[src/qfr_pkg.sv]
// ----------------------------------------------------------------------------
// qfr_pkg: shared types for the rotation matrix to quaternion converter
// Beat structures for both channels, the control word that travels along the
// cell chain, and the default fixed-point format.
// ----------------------------------------------------------------------------
package qfr_pkg;

  localparam int FRAC_BITS_DEF = 14;

  typedef struct packed {
    logic signed [15:0] r1c1;
    logic signed [15:0] r1c2;
    logic signed [15:0] r1c3;
    logic signed [15:0] r2c1;
    logic signed [15:0] r2c2;
    logic signed [15:0] r2c3;
    logic signed [15:0] r3c1;
    logic signed [15:0] r3c2;
    logic signed [15:0] r3c3;
  } qfr_in_t;

  typedef struct packed {
    logic        [14:0] quat_w;
    logic signed [15:0] quat_x;
    logic signed [15:0] quat_y;
    logic signed [15:0] quat_z;
  } qfr_out_t;

  // Valid flag and the three vector signs, carried beside the data.
  typedef struct packed {
    logic       vld;
    logic [2:0] neg;
  } qfr_ctl_t;

endpackage

[src/qfr_div_cell.sv]
// ----------------------------------------------------------------------------
// qfr_div_cell: one restoring division step for four lanes
// Produces one quotient bit per lane against a shared divisor and registers
// the partial remainder and quotient for the next cell.
// ----------------------------------------------------------------------------
module qfr_div_cell #(
  parameter int FRAC_BITS = 14
) (
  input  logic                                   clk,
  input  logic                                   rst_n,
  input  logic                                   en,
  input  qfr_pkg::qfr_ctl_t                      ctl_i,
  input  logic [((FRAC_BITS>17)?FRAC_BITS:17)+4:0] den_i,
  input  logic [3:0][((FRAC_BITS>17)?FRAC_BITS:17)+5:0] rem_i,
  input  logic [3:0][2*FRAC_BITS:0]               quo_i,
  output qfr_pkg::qfr_ctl_t                      ctl_o,
  output logic [((FRAC_BITS>17)?FRAC_BITS:17)+4:0] den_o,
  output logic [3:0][((FRAC_BITS>17)?FRAC_BITS:17)+5:0] rem_o,
  output logic [3:0][2*FRAC_BITS:0]               quo_o
);
  import qfr_pkg::*;

  localparam int DW = ((FRAC_BITS > 17) ? FRAC_BITS : 17) + 3;
  localparam int SW = DW + 2;
  localparam int RW = SW + 1;
  localparam int QW = 2 * FRAC_BITS + 1;

  qfr_ctl_t               ctl_r;
  logic [SW-1:0]          den_r;
  logic [3:0][RW-1:0]     rem_r, rem_nxt;
  logic [3:0][QW-1:0]     quo_r, quo_nxt;

  always_comb begin
    for (int l = 0; l < 4; l++) begin
      logic          ge;
      logic [RW-1:0] rs;
      ge = rem_i[l] >= {1'b0, den_i};
      rs = ge ? (rem_i[l] - {1'b0, den_i}) : rem_i[l];
      rem_nxt[l] = {rs[RW-2:0], 1'b0};
      quo_nxt[l] = {quo_i[l][QW-2:0], ge};
    end
  end

  always_ff @(posedge clk) begin
    if (!rst_n) begin
      ctl_r <= '0;
    end else if (en) begin
      ctl_r <= ctl_i;
    end
  end

  always_ff @(posedge clk) begin
    if (en) begin
      den_r <= den_i;
      rem_r <= rem_nxt;
      quo_r <= quo_nxt;
    end
  end

  assign ctl_o = ctl_r;
  assign den_o = den_r;
  assign rem_o = rem_r;
  assign quo_o = quo_r;

endmodule

[config.mk]
export PLATFORM = sky130hd
export DESIGN_NAME = qfr_div_cell
export DESIGN_NICKNAME = d
export VERILOG_FILES = /design/src/qfr_pkg.sv /design/src/qfr_div_cell.sv
export SDC_FILE = /design/constraint.sdc
export NUM_CORES = 1
export LEC_CHECK = 0
export CORE_AREA = 2 2 182 184
export CTS_BUF_LIST = sky130_fd_sc_hd__clkbuf_4 sky130_fd_sc_hd__clkbuf_8 sky130_fd_sc_hd__clkbuf_16
export DETAILED_ROUTE_END_ITERATION = 12
export DIE_AREA = 0 0 184 186
export DONT_BUFFER_PORTS = 1
export GPL_TIMING_DRIVEN = 0
export HOLD_SLACK_MARGIN = 0.08
export PLACE_DENSITY = 0.61
export RECOVER_POWER = 25
export SYNTH_ARGS = -nofsm -noshare
export SYNTH_HDL_FRONTEND = slang
export SYNTH_SLANG_ARGS = --single-unit
export TNS_END_PERCENT = 10
[constraint.sdc]
create_clock -name clk -period 3.4 [get_ports clk]
set_input_delay 0.51 -clock clk [delete_from_list [all_inputs] [get_ports clk]]
set_output_delay 0.51 -clock clk [all_outputs]
set_load 0.005 [all_outputs]
==> impl_metrics.env, run 1 <==
export IMPL_multi_input_area_mm2=0.00565
export IMPL_clock_fmax_mhz=317
export IMPL_port_buffer_count=0
export IMPL_p_clk_share_pct=33.8
export IMPL_drtAntennaViolNets=0
export IMPL_clk_pin_slew_ns=0.06
export IMPL_p_sw_uw=2190
export IMPL_place_congestion=0.884
export IMPL_setup_ws_ns=0.247
export IMPL_finalSetupTns_ns=0
export IMPL_numCtsBuffers=26
export IMPL_place_ws_ns=-0.356
export IMPL_yosys_top_cells_area="edfxtp_1, ha_1, a21oi_1, mux2_2, xnor2_1"
export IMPL_seq_power_share_pct=47.5
export IMPL_finalHoldViolCount=0
export IMPL_layout_drive_gt1_share_pct=9.89
export IMPL_first_iter_violations=542
export IMPL_critPathKind="in -> reg"
export IMPL_worst_pin_slew_ns=0.784
export IMPL_nets=1586
export IMPL_via_per_inst=5.68
export IMPL_sw_frac_of_total_pct=27.7
export IMPL_cap_violations=0
export IMPL_synth_simple_area_share_pct=9.70
export IMPL_antenna_found_initial=0
export IMPL_powerDensity_mw_per_mm2=506
export IMPL_slowest_stage="a221oi_1"
export IMPL_dieHeight_um=186
export IMPL_syn_inst=1088
export IMPL_muxShareOfSynthArea_pct=4.76
export IMPL_finalSetupViolCount=0
export IMPL_synth_compound_area_share_pct=15.5
export IMPL_combPwrFrac_pct=18.7
export IMPL_synth_fa_ha_area_share_pct=9.15
export IMPL_cts_root_buffer="clkbuf_16"
export IMPL_irDropWorstVdd_v=0.000358
export IMPL_p_leak_uw=0.00605
export IMPL_dp_hpwl_mm=30.8
export IMPL_cts_max_path_buffers=3
export IMPL_syn_to_final_growth_pct=21.0
export IMPL_totalWireLength_mm=43.2
export IMPL_clock_skew_ns=0
export IMPL_slew_limit_headroom_pct=47.8
export IMPL_synth_async_reset_ratio_pct=0
export IMPL_yosysTopAreaCell="edfxtp_1"
export IMPL_finalMaxSlewViolations=0
export IMPL_num_rows=66
export IMPL_cp_required_ns=3.69
export IMPL_p_int_uw=5710
export IMPL_start_kind="input pin"
export IMPL_fin_crit_ns=3.15
export IMPL_die_w_um=184
export IMPL_finalCritPeriodShare_pct=92.7
export IMPL_vias=9563
export IMPL_yosysSeqAreaShare_pct=53.2
export IMPL_htree_levels=1
export IMPL_synth_flop_cell="edfxtp_1"
export IMPL_hold_path_class="in -> reg"
export IMPL_start_util_pct=40.1
export IMPL_yosysTopAreaCellShare_pct=52.6
export IMPL_fillers=2839
export IMPL_synth_distinct_cells=77
export IMPL_syn_avg_cell_area_um2=11.9
export IMPL_core_area_mm2=0.0322
export IMPL_cts_tree="done"
export IMPL_rsz0062_at_grt="false"
export IMPL_grt_pass1_wl_mm=60.2
export IMPL_fp_dieArea_mm2=0.0342
export IMPL_synth_edf_count=226
export IMPL_cts_sinks=230
export IMPL_worst_skew_pair_late_latency_ns=0.54
export IMPL_drc=0
export IMPL_cpPeakStageDelay_ns=0.57
export IMPL_cp_arrival_ns=3.44
export IMPL_grt_overflow=0
export IMPL_ios=471
export IMPL_path_cells="clkinvlp_4 > fa_1 > a21o_1 > a221oi_1 > o21ai_0 > a211oi_1 > mux2i_1 > nand4_1 > mux2_2"
export IMPL_grt_max_degree=211
export IMPL_syn_area_mm2=0.0129
export IMPL_drt_wirelength_per_cell_um=25.7
export IMPL_status="complete, no violations"
export IMPL_yosys_warnings=0
export IMPL_path_buf_inv=1
export IMPL_synth_xor_area_share_pct=4.55
export IMPL_end_kind="register"
export IMPL_seq_area_mm2=0.00687
export IMPL_synth_top_family_by_area="compound AO/OA/AOI/OAI gates"
export IMPL_critPathMaxFanout=8
export IMPL_timing_hold_ws_ns=0.116
export IMPL_drt_pre_antenna_iters=5
export IMPL_synth_seq_cells=230
export IMPL_grt_pass1_vias=9544
export IMPL_grtUsageTotal_pct=24.0
export IMPL_critPathTopFamily="compound AO/OA/AOI/OAI gates"
## stage by stage
stage | util (%) | cell area (um^2) | instances | total power (uW)
after floorplan | - | 12900 | 1091 | 4720
after global placement | 41.7 | 13400 | 1499 | 5120
after detailed placement | 41.7 | 13400 | 1499 | 5120
after CTS | 48.5 | 15600 | 1681 | 7970
after global routing | 48.5 | 15600 | 1682 | 8250
final | 48.5 | 15600 | 1683 | 7900
## power groups by stage
stage	Clock, uW	Sequential, uW	Combinational [uW]
detailed placement	0	3810	1310
finish	2670	3750	1480
CTS	2740	3760	1470
global route	2850	3770	1630
global placement	0	3810	1300
floorplan	0	3690	1030
## synthesized netlist by cell type, types with 3 or more instances
cell      count
dfxtp_1       4
a21boi_0      3
mux2_2       31
a211oi_1      7
o21ai_0      66
a221oi_1      4
nand4b_1      3
fa_1          4
nor2_1       60
nor2b_1      10
nand2b_1      5
a211o_1       9
o211ai_1     10
xnor2_1      39
buf_4         8
o21a_1       12
mux2i_1      10
buf_6         3
ha_1         88
mux2_4       11
nor3_1       16
nand3_1      25
inv_1        50
a21oi_1      90
o21ba_2       3
nor4_1        3
nand2_1      80
nand4_1      18
edfxtp_1    226
and2_1        3
and3_1       10
clkbuf_1     15
and4_1        5
a21o_1       38
a31oi_1       8
or2_2         5
xor2_1       28
o31ai_1      10
buf_2         7
o21bai_1     13
## worst reg2reg max path, cell delays in order, from the launching register on
cell,delay (ns)
dfxtp_1,0.33
mux2i_1,0.19
nor2b_1,0.07
## cells by family (layout without fill, tap and decap cells)
kind of cell,Yosys count,after routing
buf+inv,86,269
compound gates,305,305
mux,52,52
flops,230,230
fa+ha+maj,92,92
xor+xnor,67,67
simple gates,255,255
other cells,1,5
## registers in the layout, summed over array words and instances (netlist names)
name,count
den_o,22
ctl_o,4
rem_o,88
quo_o,116
## cell usage in the layout (no fill, tap or decap), types with 15 or more instances in the layout
cell,count
a21o_1,38
a21oi_1,90
clkbuf_1,15
clkbuf_16,26
dlygate4sd3_1,138
edfxtp_1,226
ha_1,88
inv_1,49
mux2_2,31
nand2_1,80
nand3_1,25
nand4_1,18
nor2_1,60
nor3_1,16
o21ai_0,66
xnor2_1,39
xor2_1,28
## area by class of cell
class	count	share of cell area (%)
Multi-Input combinational cell	775	36.2
Timing Repair Buffer	138	8.84
Antenna cell	1	0.0160
Clock buffer	29	4.31
Tap cell	408	3.27
Buffer	36	1.37
Inverter	50	1.23
Sequential cell	230	43.9
Clock inverter	16	0.841
## metal layers
layer | track usage, % | share of wire [%]
met5 | 0 | 0
met4 | 10.3 | 4.2
met3 | 8.47 | 9.4
met2 | 41.1 | 48
met1 | 27.1 | 38
## path summary, 6_finish.rpt
kind	start	endpoint	slack, ns	depth (start not counted)
min reg2reg	ctl_o[0]	ctl_o[0]	0.59	2
min	rst_n	ctl_o[3]	0.12	1
max reg2reg	ctl_o[1]	ctl_o[1]	2.70	2
max	den_i[1]	rem_o[44]	0.25	9
## what timing repair did
| action | 4_1_cts | 5_1_grt |
|---|---|---|
| hold buffers | 137 | 1 |
| resized for setup | 0 | 1 |
| endpoints found under the setup margin | 0 | 1 |
| buffers inserted | 0 | 0 |
| hold endpoints to repair | 149 | 1 |
No activity file was read; power rests on OpenSTA's default activity.
==> run 2: changes to the inputs <==
CELL_PAD_IN_SITES_DETAIL_PLACEMENT = 2   (was unset)
CELL_PAD_IN_SITES_GLOBAL_PLACEMENT = 2   (was unset)
CORE_AREA = unset   (was 2 2 182 184)
CORE_MARGIN = 2   (was unset)
CORE_UTILIZATION = 40   (was unset)
DIE_AREA = unset   (was 0 0 184 186)
PLACE_DENSITY = 0.87   (was 0.61)
==> run 2 against run 1 <==
Register-to-register slack got worse by 0.08 ns; worst setup slack got worse by 0.058 ns; count of clock-buffer cells in the layout increased by 3; fmax decreased by 1.8%; largest cell class unchanged; cell count decreased by 0.30%; first-iteration DRC count increased by 8.3%; worst hold slack got worse by 0.027 ns; global-route usage increased by 7.9 points; sequential share of layout area decreased by 0.18 points.
==> impl_metrics.env, run 2 (synthesized netlist as in run 1, its figures left out) <==
export IMPL_status="complete, no violations"
export IMPL_drt_met1_wl_mm=19.4
export IMPL_port_buffer_count=0
export IMPL_grt_overflow=0
export IMPL_drtAntennaViolNets=0
export IMPL_worst_skew_pair_late_latency_ns=0.55
export IMPL_dr_wl_met3_mm=4.01
export IMPL_drt_wirelength_per_cell_um=32.8
export IMPL_cts_sinks=230
export IMPL_rsz0062_at_grt="false"
export IMPL_core_area_mm2=0.0316
export IMPL_num_rows=65
export IMPL_total_power_uw=8440
export IMPL_dieHeight_um=184
export IMPL_powerDensity_mw_per_mm2=538
export IMPL_finalMaxSlewViolations=0
export IMPL_ios=471
export IMPL_grt_pass1_wl_mm=78.0
export IMPL_grtUsageTotal_pct=31.8
export IMPL_end_kind="register"
export IMPL_grt_pass1_vias=11300
export IMPL_layout_drive_gt1_share_pct=9.87
export IMPL_fp_dieArea_mm2=0.0337
export IMPL_finalSetupViolCount=0
export IMPL_antenna_found_initial=0
export IMPL_start_util_pct=40.8
export IMPL_p_leak_uw=0.00611
export IMPL_grt_max_degree=225
export IMPL_totalWireLength_mm=55.0
export IMPL_nets=1586
export IMPL_finalCritPeriodShare_pct=94.4
export IMPL_diodes=0
export IMPL_dp_hpwl_mm=37.3
export IMPL_critPathMaxFanout=8
export IMPL_layout_commonest_cell="edfxtp_1"
export IMPL_cts_tree="done"
export IMPL_start_kind="input pin"
export IMPL_numCtsBuffers=27
export IMPL_cp_required_ns=3.84
export IMPL_fin_crit_ns=3.21
export IMPL_critPathKind="in -> reg"
export IMPL_htree_levels=1
export IMPL_highest_layer="met4"
export IMPL_cts_root_buffer="clkbuf_16"
export IMPL_cts_max_path_buffers=3
export IMPL_via_per_inst=6.09
export IMPL_place_congestion=0.875
export IMPL_slew_limit_headroom_pct=40.6
export IMPL_irDropWorstVdd_v=0.000377
export IMPL_cap_violations=0
export IMPL_clock_fmax_mhz=311
export IMPL_layout_common_cells="edfxtp_1, dlygate4sd3_1, a21oi_1, ha_1, nand2_1"
export IMPL_first_iter_violations=587
export IMPL_cp_arrival_ns=3.65
export IMPL_drc=0
export IMPL_finalHoldViolCount=0
export IMPL_hold_path_class="in -> reg"
export IMPL_clock_skew_ns=0
export IMPL_syn_to_final_growth_pct=21.5
export IMPL_drt_pre_antenna_iters=5
export IMPL_largest_register_ffs=116
export IMPL_finalSetupTns_ns=0
export IMPL_wl_met2_mm=27.5
export IMPL_die_w_um=184
export IMPL_vias=10200
export IMPL_worst_pin_slew_ns=0.888
export IMPL_clk_pin_slew_ns=0.07
-- run 2: changes by cell type in the layout (fill, tap and decap cells not counted), moves of 2 or more --
cell / previous run / this run
clkbuf_4: 3 / 5
clkinvlp_4: 6 / 1
bufinv_16: 1 / 3
clkinv_1: 4 / 8
-- run 2: through the flow --
| stage | cell area (um^2) | utilization, % | std cells | worst slack (ns) | hold slack [ns] |
|---|---|---|---|---|---|
| 3_3_place_gp | 13400 | 42.4 | 1493 | -0.223 | 0.530 |
| 2_1_floorplan | 12900 | - | 1091 | 0.407 | 0.507 |
| 4_1_cts | 15700 | 49.5 | 1677 | 0.250 | 0.0807 |
| 5_1_grt | 15700 | 49.6 | 1678 | 0.107 | 0.0935 |
| 3_5_place_dp | 13400 | 42.4 | 1493 | -0.302 | 0.537 |
| 6_report | 15700 | 49.6 | 1678 | 0.189 | 0.0890 |
-- run 2: final timing paths --
check / startpoint / endpoint / slack (ns) / depth (start not counted)
max reg2reg: ctl_o[0] / ctl_o[0] / 2.62 / 2
min reg2reg: ctl_o[1] / ctl_o[1] / 0.61 / 2
max: den_i[1] / rem_o[63] / 0.19 / 9
min: rst_n / ctl_o[1] / 0.09 / 1
-- run 2: report_power, final --
part	leakage (uW)	internal [uW]	switching, uW	total, uW
clock network	0.000433	1730	1300	3020
registers	0.00225	3520	272	3790
logic	0.00343	694	931	1630
-- run 2: cell type report --
type	count	area, um^2
clock inverter	16	166
inverter	50	188
buffer	36	214
sequential	230	6870
tap	402	503
multi-input combinational	775	5670
fill	3090	15900
timing repair buffer	137	1370
clock buffer	32	713
-- run 2: worst max-delay path: stages --
cell,delay (ns)
inv_1,0.23
fa_1,0.57
a21o_1,0.19
a21o_1,0.24
a311oi_2,0.52
o21ai_0,0.45
nor4b_1,0.51
a211o_1,0.23
mux2_2,0.18
-- run 2: layer usage --
| layer | track usage (%) | up-vias |
|---|---|---|
| met5 | 0 | - |
| met4 | 20.1 | 0 |
| met3 | 8.89 | 172 |
| met2 | 56.8 | 492 |
| met1 | 32.9 | 5091 |
| li1 | - | 4463 |
-- run 2: repair_timing --
action | CTS | global route
buffers inserted | 0 | 0
endpoints found under the hold margin | 141 | 18
hold buffers | 136 | 1
setup endpoints to repair | 0 | 2
gates resized for setup | 0 | 2
