==> config.mk <==
export PLATFORM = sky130hd
export DESIGN_NAME = qfr_sqrt_cell
export DESIGN_NICKNAME = d
export VERILOG_FILES = /design/src/qfr_pkg.sv /design/src/qfr_sqrt_cell.sv
export SDC_FILE = /design/constraint.sdc
export NUM_CORES = 1
export LEC_CHECK = 0
export ABC_AREA = 1
export ABC_CLOCK_PERIOD_IN_PS = 2200
export BUFFER_PORTS_ARGS = -buffer_cell sky130_fd_sc_hd__buf_4
export CAP_MARGIN = 40
export CORE_AREA = 3 3 196 198
export DETAILED_ROUTE_END_ITERATION = 7
export DIE_AREA = 0 0 199 201
export GPL_ROUTABILITY_DRIVEN = 1
export PLACE_DENSITY_LB_ADDON = 0.2
export SYNTH_ARGS = -nofsm -noshare
export SYNTH_HDL_FRONTEND = slang
export SYNTH_SLANG_ARGS = --single-unit
==> constraint.sdc <==
create_clock -name clk -period 2.2 [get_ports clk]
set_input_delay 0.44 -clock clk [delete_from_list [all_inputs] [get_ports clk]]
set_output_delay 0.44 -clock clk [all_outputs]
set_load 0.005 [all_outputs]
==> src/qfr_pkg.sv <==
// ----------------------------------------------------------------------------
// qfr_pkg: shared types for the rotation matrix to quaternion converter
// Beat structures for both channels, the control word that travels along the
// cell chain, and the default fixed-point format.
// ----------------------------------------------------------------------------
package qfr_pkg;

  localparam int FRAC_BITS_DEF = 14;

  typedef struct packed {
    logic signed [15:0] r1c1;
    logic signed [15:0] r1c2;
    logic signed [15:0] r1c3;
    logic signed [15:0] r2c1;
    logic signed [15:0] r2c2;
    logic signed [15:0] r2c3;
    logic signed [15:0] r3c1;
    logic signed [15:0] r3c2;
    logic signed [15:0] r3c3;
  } qfr_in_t;

  typedef struct packed {
    logic        [14:0] quat_w;
    logic signed [15:0] quat_x;
    logic signed [15:0] quat_y;
    logic signed [15:0] quat_z;
  } qfr_out_t;

  // Valid flag and the three vector signs, carried beside the data.
  typedef struct packed {
    logic       vld;
    logic [2:0] neg;
  } qfr_ctl_t;

endpackage

==> src/qfr_sqrt_cell.sv <==
// ----------------------------------------------------------------------------
// qfr_sqrt_cell: one digit-by-digit square root step for four lanes
// Takes two radicand bits, decides one root bit and registers the result.
// ----------------------------------------------------------------------------
module qfr_sqrt_cell #(
  parameter int FRAC_BITS = 14
) (
  input  logic                          clk,
  input  logic                          rst_n,
  input  logic                          en,
  input  qfr_pkg::qfr_ctl_t             ctl_i,
  input  logic [3:0][2*FRAC_BITS+1:0]   rad_i,
  input  logic [3:0][FRAC_BITS+2:0]     rem_i,
  input  logic [3:0][FRAC_BITS:0]       res_i,
  output qfr_pkg::qfr_ctl_t             ctl_o,
  output logic [3:0][2*FRAC_BITS+1:0]   rad_o,
  output logic [3:0][FRAC_BITS+2:0]     rem_o,
  output logic [3:0][FRAC_BITS:0]       res_o
);
  import qfr_pkg::*;

  localparam int NB = FRAC_BITS + 1;
  localparam int NW = 2 * NB;
  localparam int EW = NB + 2;

  qfr_ctl_t           ctl_r;
  logic [3:0][NW-1:0] rad_r, rad_nxt;
  logic [3:0][EW-1:0] rem_r, rem_nxt;
  logic [3:0][NB-1:0] res_r, res_nxt;

  always_comb begin
    for (int l = 0; l < 4; l++) begin
      logic [EW-1:0] r2;
      logic [EW-1:0] t;
      logic          ge;
      r2 = {rem_i[l][EW-3:0], rad_i[l][NW-1:NW-2]};
      t  = {res_i[l], 2'b01};
      ge = r2 >= t;
      rem_nxt[l] = ge ? (r2 - t) : r2;
      res_nxt[l] = {res_i[l][NB-2:0], ge};
      rad_nxt[l] = {rad_i[l][NW-3:0], 2'b00};
    end
  end

  always_ff @(posedge clk) begin
    if (!rst_n) begin
      ctl_r <= '0;
    end else if (en) begin
      ctl_r <= ctl_i;
    end
  end

  always_ff @(posedge clk) begin
    if (en) begin
      rad_r <= rad_nxt;
      rem_r <= rem_nxt;
      res_r <= res_nxt;
    end
  end

  assign ctl_o = ctl_r;
  assign rad_o = rad_r;
  assign rem_o = rem_r;
  assign res_o = res_r;

endmodule
==> qor.csv, run 1 <==
stage,metric,value,unit
clock_network,clk_lat worst skew,0.52,ns
worst_setup_path,crit path launch type,input pin,
clock_network,# clock sinks,244,
clock_network,TritonCTS Buffers,27,
cells_and_area,share of layout cells above drive strength 1,0.3258,
place,PortBufs,490,
synthesis,Synth area leader,edfxtp_1,
power,Tot Pwr,13610,uW
sta,Max Clk Rate,598.1,MHz
cells_and_area,NumNets Final,2257,
synthesis,synth unique cells,34,
worst_setup_path,Crit path top cell by count,nand2_1,
clock_network,Clock transition at path regs,0.07,ns
synthesis,Post-synth EDFFs,240,
worst_setup_path,maximum fanout along the worst path,19,
routing,drt initial violations,575,
synthesis,predominant post-synthesis flop cell,edfxtp_1,
grt,initial antenna violation count,1,
routing,drt pass-1 iters,6,
sta,Final setup viols,0,
power,P_leak,0.009344,uW
clock_network,TritonCTS clock tree,built,
sta,RSZ-0062 raised after global routing,no,
place,gpl congestion,0.8899,
sta,Final Max Tran Viols,0,
synthesis,Ys Warns,0,
grt,vias in the first global route,10890,
routing,via count,11060,
grt,pin count of the biggest net entering global routing,54,
worst_setup_path,Crit path required time,2.49,ns
clock_network,H-tree levels,1,
die,DIE AREA,0.04000,mm^2
cells_and_area,synth-to-layout area growth,42.08,%
clock_network,# resized after CTS,0,
grt,total grt overflow,0,
synthesis,Yosys top cell area share,0.5522,
power,power per cell area,733.8,mW/mm^2
clock_network,hold_buf cts,0,
worst_setup_path,element type at the critical path end,flop,
place,dpl hpwl,31.41,mm
die,Die Width,199,um
synthesis,Yosys reg bits,244,
cells_and_area,fill cell count,3414,
clock_network,clk buf depth,3,
hold_path,path category of the worst min-delay check,in2reg,
power,maximum vdd drop,0.6623,mV
sta,"Hold Violations, Final",0,
synthesis,synthesized area per cell,9.410,um^2
routing,drt total wl,38.88,mm
routing,post-route ant nets,0,
grt,GR Util All Layers,0.1855,
grt,global-route wire length before repair,58.69,mm
flow_run,max_cap viols,0,
die,core area,0.03670,mm^2
cells_and_area,Final Util,0.5053,
die,FP Rows,70,
clock_network,Root Driver,clkbuf_16,
die,Top Ports,507,
synthesis,"top cells by area, synth","edfxtp_1, nand2_1, inv_1, ha_1, nand3_1",
sta,final worst setup slack,0.5280,ns
sta,min Tclk post-route,1.672,ns
sta,Clock Skew,0,ns
die,die height,201,um
worst_setup_path,CP peak stage delay,0.36,ns
routing,routed length per instance,16.03,um
synthesis,ys async rst share,0,
worst_setup_path,CP cell instances,"buf_4, inv_1, ha_1, nand2_1, inv_1, nand2_1, nand2_1, nand2_1, nand2_1, nor2_8, nand2_8, nand3_1, nand2_1",
worst_setup_path,Worst Path Arrival,1.96,ns
synthesis,Cells after Synth,1387,
routing,Residual DRC,0,
place,pre-CTS setup slack,-0.005401,ns
run_status,status,finished clean,
routing,Vias/cell,4.560,
worst_setup_path,Worst Path Buf+Inv,3,
worst_setup_path,Top Family by Delay on Critical Path,simple AND/OR/NAND/NOR gates,
worst_setup_path,Crit Path Class,in2reg,
worst_setup_path,critical path's slowest cell,ha_1,
synthesis,Post-Syn Area,0.01305,mm^2
synthesis,"Seq/Total Area, Yosys",0.5583,
clock_network,Setup Buffers After CTS,0,
die,Starting Density,0.3556,
sta,final worst-path cycle share,0.7600,
sta,Setup TNS,0,ns
## metal layers
metal | part of all wire | routed length (um) | GRT usage | up-vias
li1 | - | - | - | 5588
met1 | 0.41 | 15920 | 0.2221 | 5030
met2 | 0.48 | 18690 | 0.3234 | 384
met3 | 0.083 | 3228 | 0.05740 | 56
met4 | 0.027 | 1038 | 0.04769 | 0
met5 | 0 | 0 | 0 | -
## stage by stage
step / instance area (um^2) / cells / hold slack [ns]
final: 18540 / 2425 / 0.05808
after detailed placement: 17560 / 2373 / 0.4941
after global placement: 17560 / 2373 / 0.4836
after floorplan: 13080 / 1394 / 0.4870
after global routing: 18540 / 2424 / 0.007984
after CTS: 18540 / 2423 / 0.003799
## state kept, by name (all words and copies together) (netlist names)
register and count:
ctl_o 4, rad_o 112, rem_o 68, res_o 60
## cell usage in the layout (no fill, tap or decap), types with 4 or more instances in the layout
cell	count
xnor2_1	4
a21oi_1	36
nand3b_1	24
or2_2	8
nor2_2	13
nand2_2	9
buf_12	6
nand3_1	114
nand4_1	11
and2_1	6
nor3_1	8
xor2_1	20
nor2_1	49
nand3_2	12
buf_4	524
inv_1	236
dfxtp_1	4
ha_1	68
clkbuf_16	27
inv_2	4
conb_1	8
clkbuf_1	5
o21ai_0	12
clkbuf_8	4
nand2_1	470
edfxtp_1	240
bufinv_16	6
nand2_4	5
## power breakdown
part	switching [uW]	total, uW	internal [uW]
Clock	1810	4900	3090
Sequential	136	5790	5650
Combinational	1510	2920	1400
Total	3460	13600	10100
## cells by family after synthesis
kind of cell | after synthesis | share of synthesized area
other | 1 | 0.0002873
flip-flops | 244 | 0.5583
adder cells (fa/ha/maj) | 68 | 0.06519
XOR/XNOR | 24 | 0.01611
buffers and inverters | 260 | 0.08216
AND/OR/NAND/NOR | 739 | 0.2576
AO/OA/AOI/OAI | 51 | 0.02032
## layout make-up
class	count	area [um^2]	share of cell area
Sequential cell	244	7287	0.3930
Clock buffer	36	749.5	0.04042
Inverter	240	900.9	0.04858
Clock inverter	14	227.7	0.01228
Tap cell	468	585.6	0.03158
Antenna cell	2	5.005	0.0002699
Timing Repair Buffer	531	4069	0.2194
Multi-Input combinational cell	890	4718	0.2545
## Yosys cell counts (3+ instances only)
cell type / number
a21oi_1: 36
and2_1: 6
buf_2: 4
buf_4: 12
dfxtp_1: 4
edfxtp_1: 240
ha_1: 68
inv_1: 236
inv_2: 4
nand2_1: 470
nand2_2: 9
nand2_4: 5
nand2_8: 3
nand3_1: 114
nand3_2: 12
nand3b_1: 24
nand4_1: 11
nor2_1: 49
nor2_2: 13
nor3_1: 8
nor3_2: 3
o21ai_0: 12
or2_2: 8
xnor2_1: 4
xor2_1: 20
## worst reg2reg max path: cells and delay by family (launching register included)
| family | cells | cell delay [ns] |
|---|---|---|
| compound gates | 1 | 0.16 |
| flops | 1 | 0.31 |
| simple gates | 1 | 0.06 |
## final timing paths
kind	startpoint	slack (ns)	cells after the start	to
setup / recovery	res_i[24]	0.53	13	rem_o[28]$_DFFE_PP_
hold / removal	rad_i[39]	0.06	1	rad_o[41]$_DFFE_PP_
setup reg to reg	ctl_o[2]$_SDFFE_PN0P_	1.57	2	ctl_o[2]$_SDFFE_PN0P_
hold reg to reg	ctl_o[1]$_SDFFE_PN0P_	0.51	2	ctl_o[1]$_SDFFE_PN0P_
Note: power is estimated with default switching activity, not from simulation.
==> run 2: changes to the inputs <==
--- a/config.mk
+++ b/config.mk
@@ -6,7 +6,7 @@
 export NUM_CORES = 1
 export LEC_CHECK = 0
 export ABC_AREA = 1
-export ABC_CLOCK_PERIOD_IN_PS = 2200
+export ABC_CLOCK_PERIOD_IN_PS = 1500
 export BUFFER_PORTS_ARGS = -buffer_cell sky130_fd_sc_hd__buf_4
 export CAP_MARGIN = 40
 export CORE_AREA = 3 3 196 198
==> constraint.sdc (replaced) <==
create_clock -name clk -period 1.5 [get_ports clk]
set_input_delay 0.3 -clock clk [delete_from_list [all_inputs] [get_ports clk]]
set_output_delay 0.3 -clock clk [all_outputs]
set_load 0.005 [all_outputs]
==> run 2 against run 1 <==
Global-route usage grew 2.8 points. Critical path depth down 12. Routed wire length grew 14%. Combinational power increased by 95%. Sequential power rose by 47%. Final cell count is 13% higher.
==> qor.csv, run 2 (synthesized netlist as in run 1, its figures left out) <==
stage,metric,value,unit,change
sta,Max Clk Rate,701.6,MHz,
sta,Clock Skew,0,ns,unchanged
clock_network,Setup Buffers After CTS,0,,unchanged
power,power per cell area,927.4,mW/mm^2,+26%
place,gpl congestion,0.8942,,+0.48%
run_status,status,finished clean,,
grt,global-route wire length before repair,67.82,mm,+16%
clock_network,clk_lat worst skew,0.55,ns,+0.03 ns
sta,"Hold Violations, Final",0,,unchanged
clock_network,# clock sinks,244,,unchanged
routing,via count,12450,,+13%
clock_network,H-tree levels,1,,unchanged
place,dpl hpwl,33.26,mm,+5.9%
worst_setup_path,Worst Path Arrival,1.13,ns,-0.83 ns
die,Die Width,199,um,unchanged
place,pre-CTS setup slack,-0.4488,ns,-0.4433 ns
sta,Final Max Tran Viols,0,,unchanged
routing,Residual DRC,0,,unchanged
sta,Final setup viols,0,,unchanged
cells_and_area,fill cell count,3052,,-11%
grt,pin count of the biggest net entering global routing,67,,+24%
grt,vias in the first global route,12900,,+18%
power,Tot Pwr,20730,uW,+52%
power,P_leak,0.01079,uW,+15%
clock_network,Root Driver,clkbuf_16,,
flow_run,max_cap viols,0,,unchanged
sta,RSZ-0062 raised after global routing,no,,
worst_setup_path,reg2reg setup slack,0.27,ns,-1.30 ns
grt,total grt overflow,0,,unchanged
routing,Vias/cell,4.545,,-0.32%
grt,GR Util All Layers,0.2131,,+0.02754
worst_setup_path,Crit path required time,1.20,ns,-1.29 ns
routing,drt pass-1 iters,5,,-1
die,Top Ports,507,,unchanged
place,placed insts,2517,,+6.1%
worst_setup_path,CP endpoint,res_o[35],,
power,maximum vdd drop,0.7615,mV,+15%
worst_setup_path,CP Depth,1,,-12
routing,post-route ant nets,0,,unchanged
die,core area,0.03670,mm^2,unchanged
worst_setup_path,element type at the critical path end,output port,,
worst_setup_path,critical path's slowest cell,edfxtp_1,,
cells_and_area,"most common cell after layout, fill and taps aside",buf_4,,
die,Starting Density,0.3556,,unchanged
place,PortBufs,490,,unchanged
cells_and_area,n_diodes,0,,-2
sta,final worst setup slack,0.07472,ns,-0.4532 ns
cells_and_area,NumNets Final,2574,,+14%
routing,drt total wl,44.25,mm,+14%
worst_setup_path,Reg2Reg Launch Point,ctl_o[2]$_SDFFE_PN0P_,,
routing,routed length per instance,16.15,um,+0.72%
clock_network,# resized after CTS,0,,unchanged
worst_setup_path,CP peak stage delay,0.42,ns,+0.06 ns
cells_and_area,Layout Cells excl Fill,2740,,+13%
grt,initial antenna violation count,3,,+2
clock_network,TritonCTS clock tree,built,,
clock_network,Clock transition at path regs,0.06,ns,about the same
cells_and_area,Final Util,0.6092,,+0.1039
worst_setup_path,Critical path origin,res_o[35]$_DFFE_PP_,,
sta,min Tclk post-route,1.425,ns,
worst_setup_path,r2r endpoint,ctl_o[2]$_SDFFE_PN0P_,,
clock_network,clk buf depth,3,,unchanged
die,FP Rows,70,,unchanged
die,die height,201,um,unchanged
worst_setup_path,Worst Path Buf+Inv,1,,-2
worst_setup_path,Crit Path Class,reg2out,,
worst_setup_path,R2R depth,3,,+1
worst_setup_path,crit path launch type,flop,,
die,DIE AREA,0.04000,mm^2,unchanged
sta,final worst-path cycle share,0.9502,,
worst_setup_path,maximum fanout along the worst path,1,,-18
cells_and_area,max reg flops,112,,unchanged
hold_path,path category of the worst min-delay check,in2reg,,
worst_setup_path,CP cell instances,buf_4,,
cells_and_area,"commonest cells after routing, fill and taps aside","buf_4, nand2_1, edfxtp_1",,
cells_and_area,synth-to-layout area growth,71.30,%,
routing,drt initial violations,530,,-7.8%
worst_setup_path,Top Family by Delay on Critical Path,flip-flops,,
cells_and_area,share of layout cells above drive strength 1,0.4155,,+0.08966
clock_network,TritonCTS Buffers,27,,unchanged
-- run 2: power breakdown --
group          total, uW  leakage [uW]  internal, uW  switching, uW
registers           8500       0.00238          8290            206
clock network       6550      0.000425          3830           2730
logic               5690       0.00798          3030           2650
total              20700        0.0108         15100           5590
-- run 2: routing by layer --
layer | track usage | routed length, um
met1 | 0.2423 | 17320
met2 | 0.3912 | 22390
met3 | 0.04196 | 2786
met4 | 0.07982 | 1700
met5 | 0 | 47
-- run 2: area by class of cell --
| class | count | area [um^2] | share of cell area |
|---|---|---|---|
| Sequential cell | 244 | 7287 | 0.3259 |
| Clock inverter | 17 | 165.2 | 0.007388 |
| Tap cell | 468 | 585.6 | 0.02619 |
| Timing Repair Buffer | 848 | 6882 | 0.3078 |
| Inverter | 240 | 983.4 | 0.04399 |
| Clock buffer | 33 | 698.2 | 0.03123 |
| Multi-Input combinational cell | 890 | 5756 | 0.2574 |
-- run 2: worst min-delay path by stage --
stage                          from              endpoint  slack, ns  depth (start not counted)
after global placement    rad_i[52]   rad_o[54]$_DFFE_PP_       0.48                          1
after global routing      res_i[35]   res_o[36]$_DFFE_PP_       0.01                          2
final                     res_i[35]   res_o[36]$_DFFE_PP_       0.04                          2
after detailed placement  rad_i[82]   rad_o[84]$_DFFE_PP_       0.48                          1
after CTS                 res_i[38]   res_o[39]$_DFFE_PP_      0.004                          2
after floorplan           rad_i[98]  rad_o[100]$_DFFE_PP_       0.40                          0
-- run 2: what timing repair did --
item,CTS,global route
hold endpoints to repair,169,0
hold buffers,173,0
endpoints found under the setup margin,0,1
-- run 2: metrics by stage --
stage	instance area, um^2	TNS [ns]	hold slack (ns)
after floorplan	14230	-9.068	0.3989
after global placement	19760	-27.49	0.4783
after detailed placement	19760	-27.98	0.4793
after CTS	22360	0	0.004379
after global routing	22360	0	0.01334
final	22360	0	0.04085
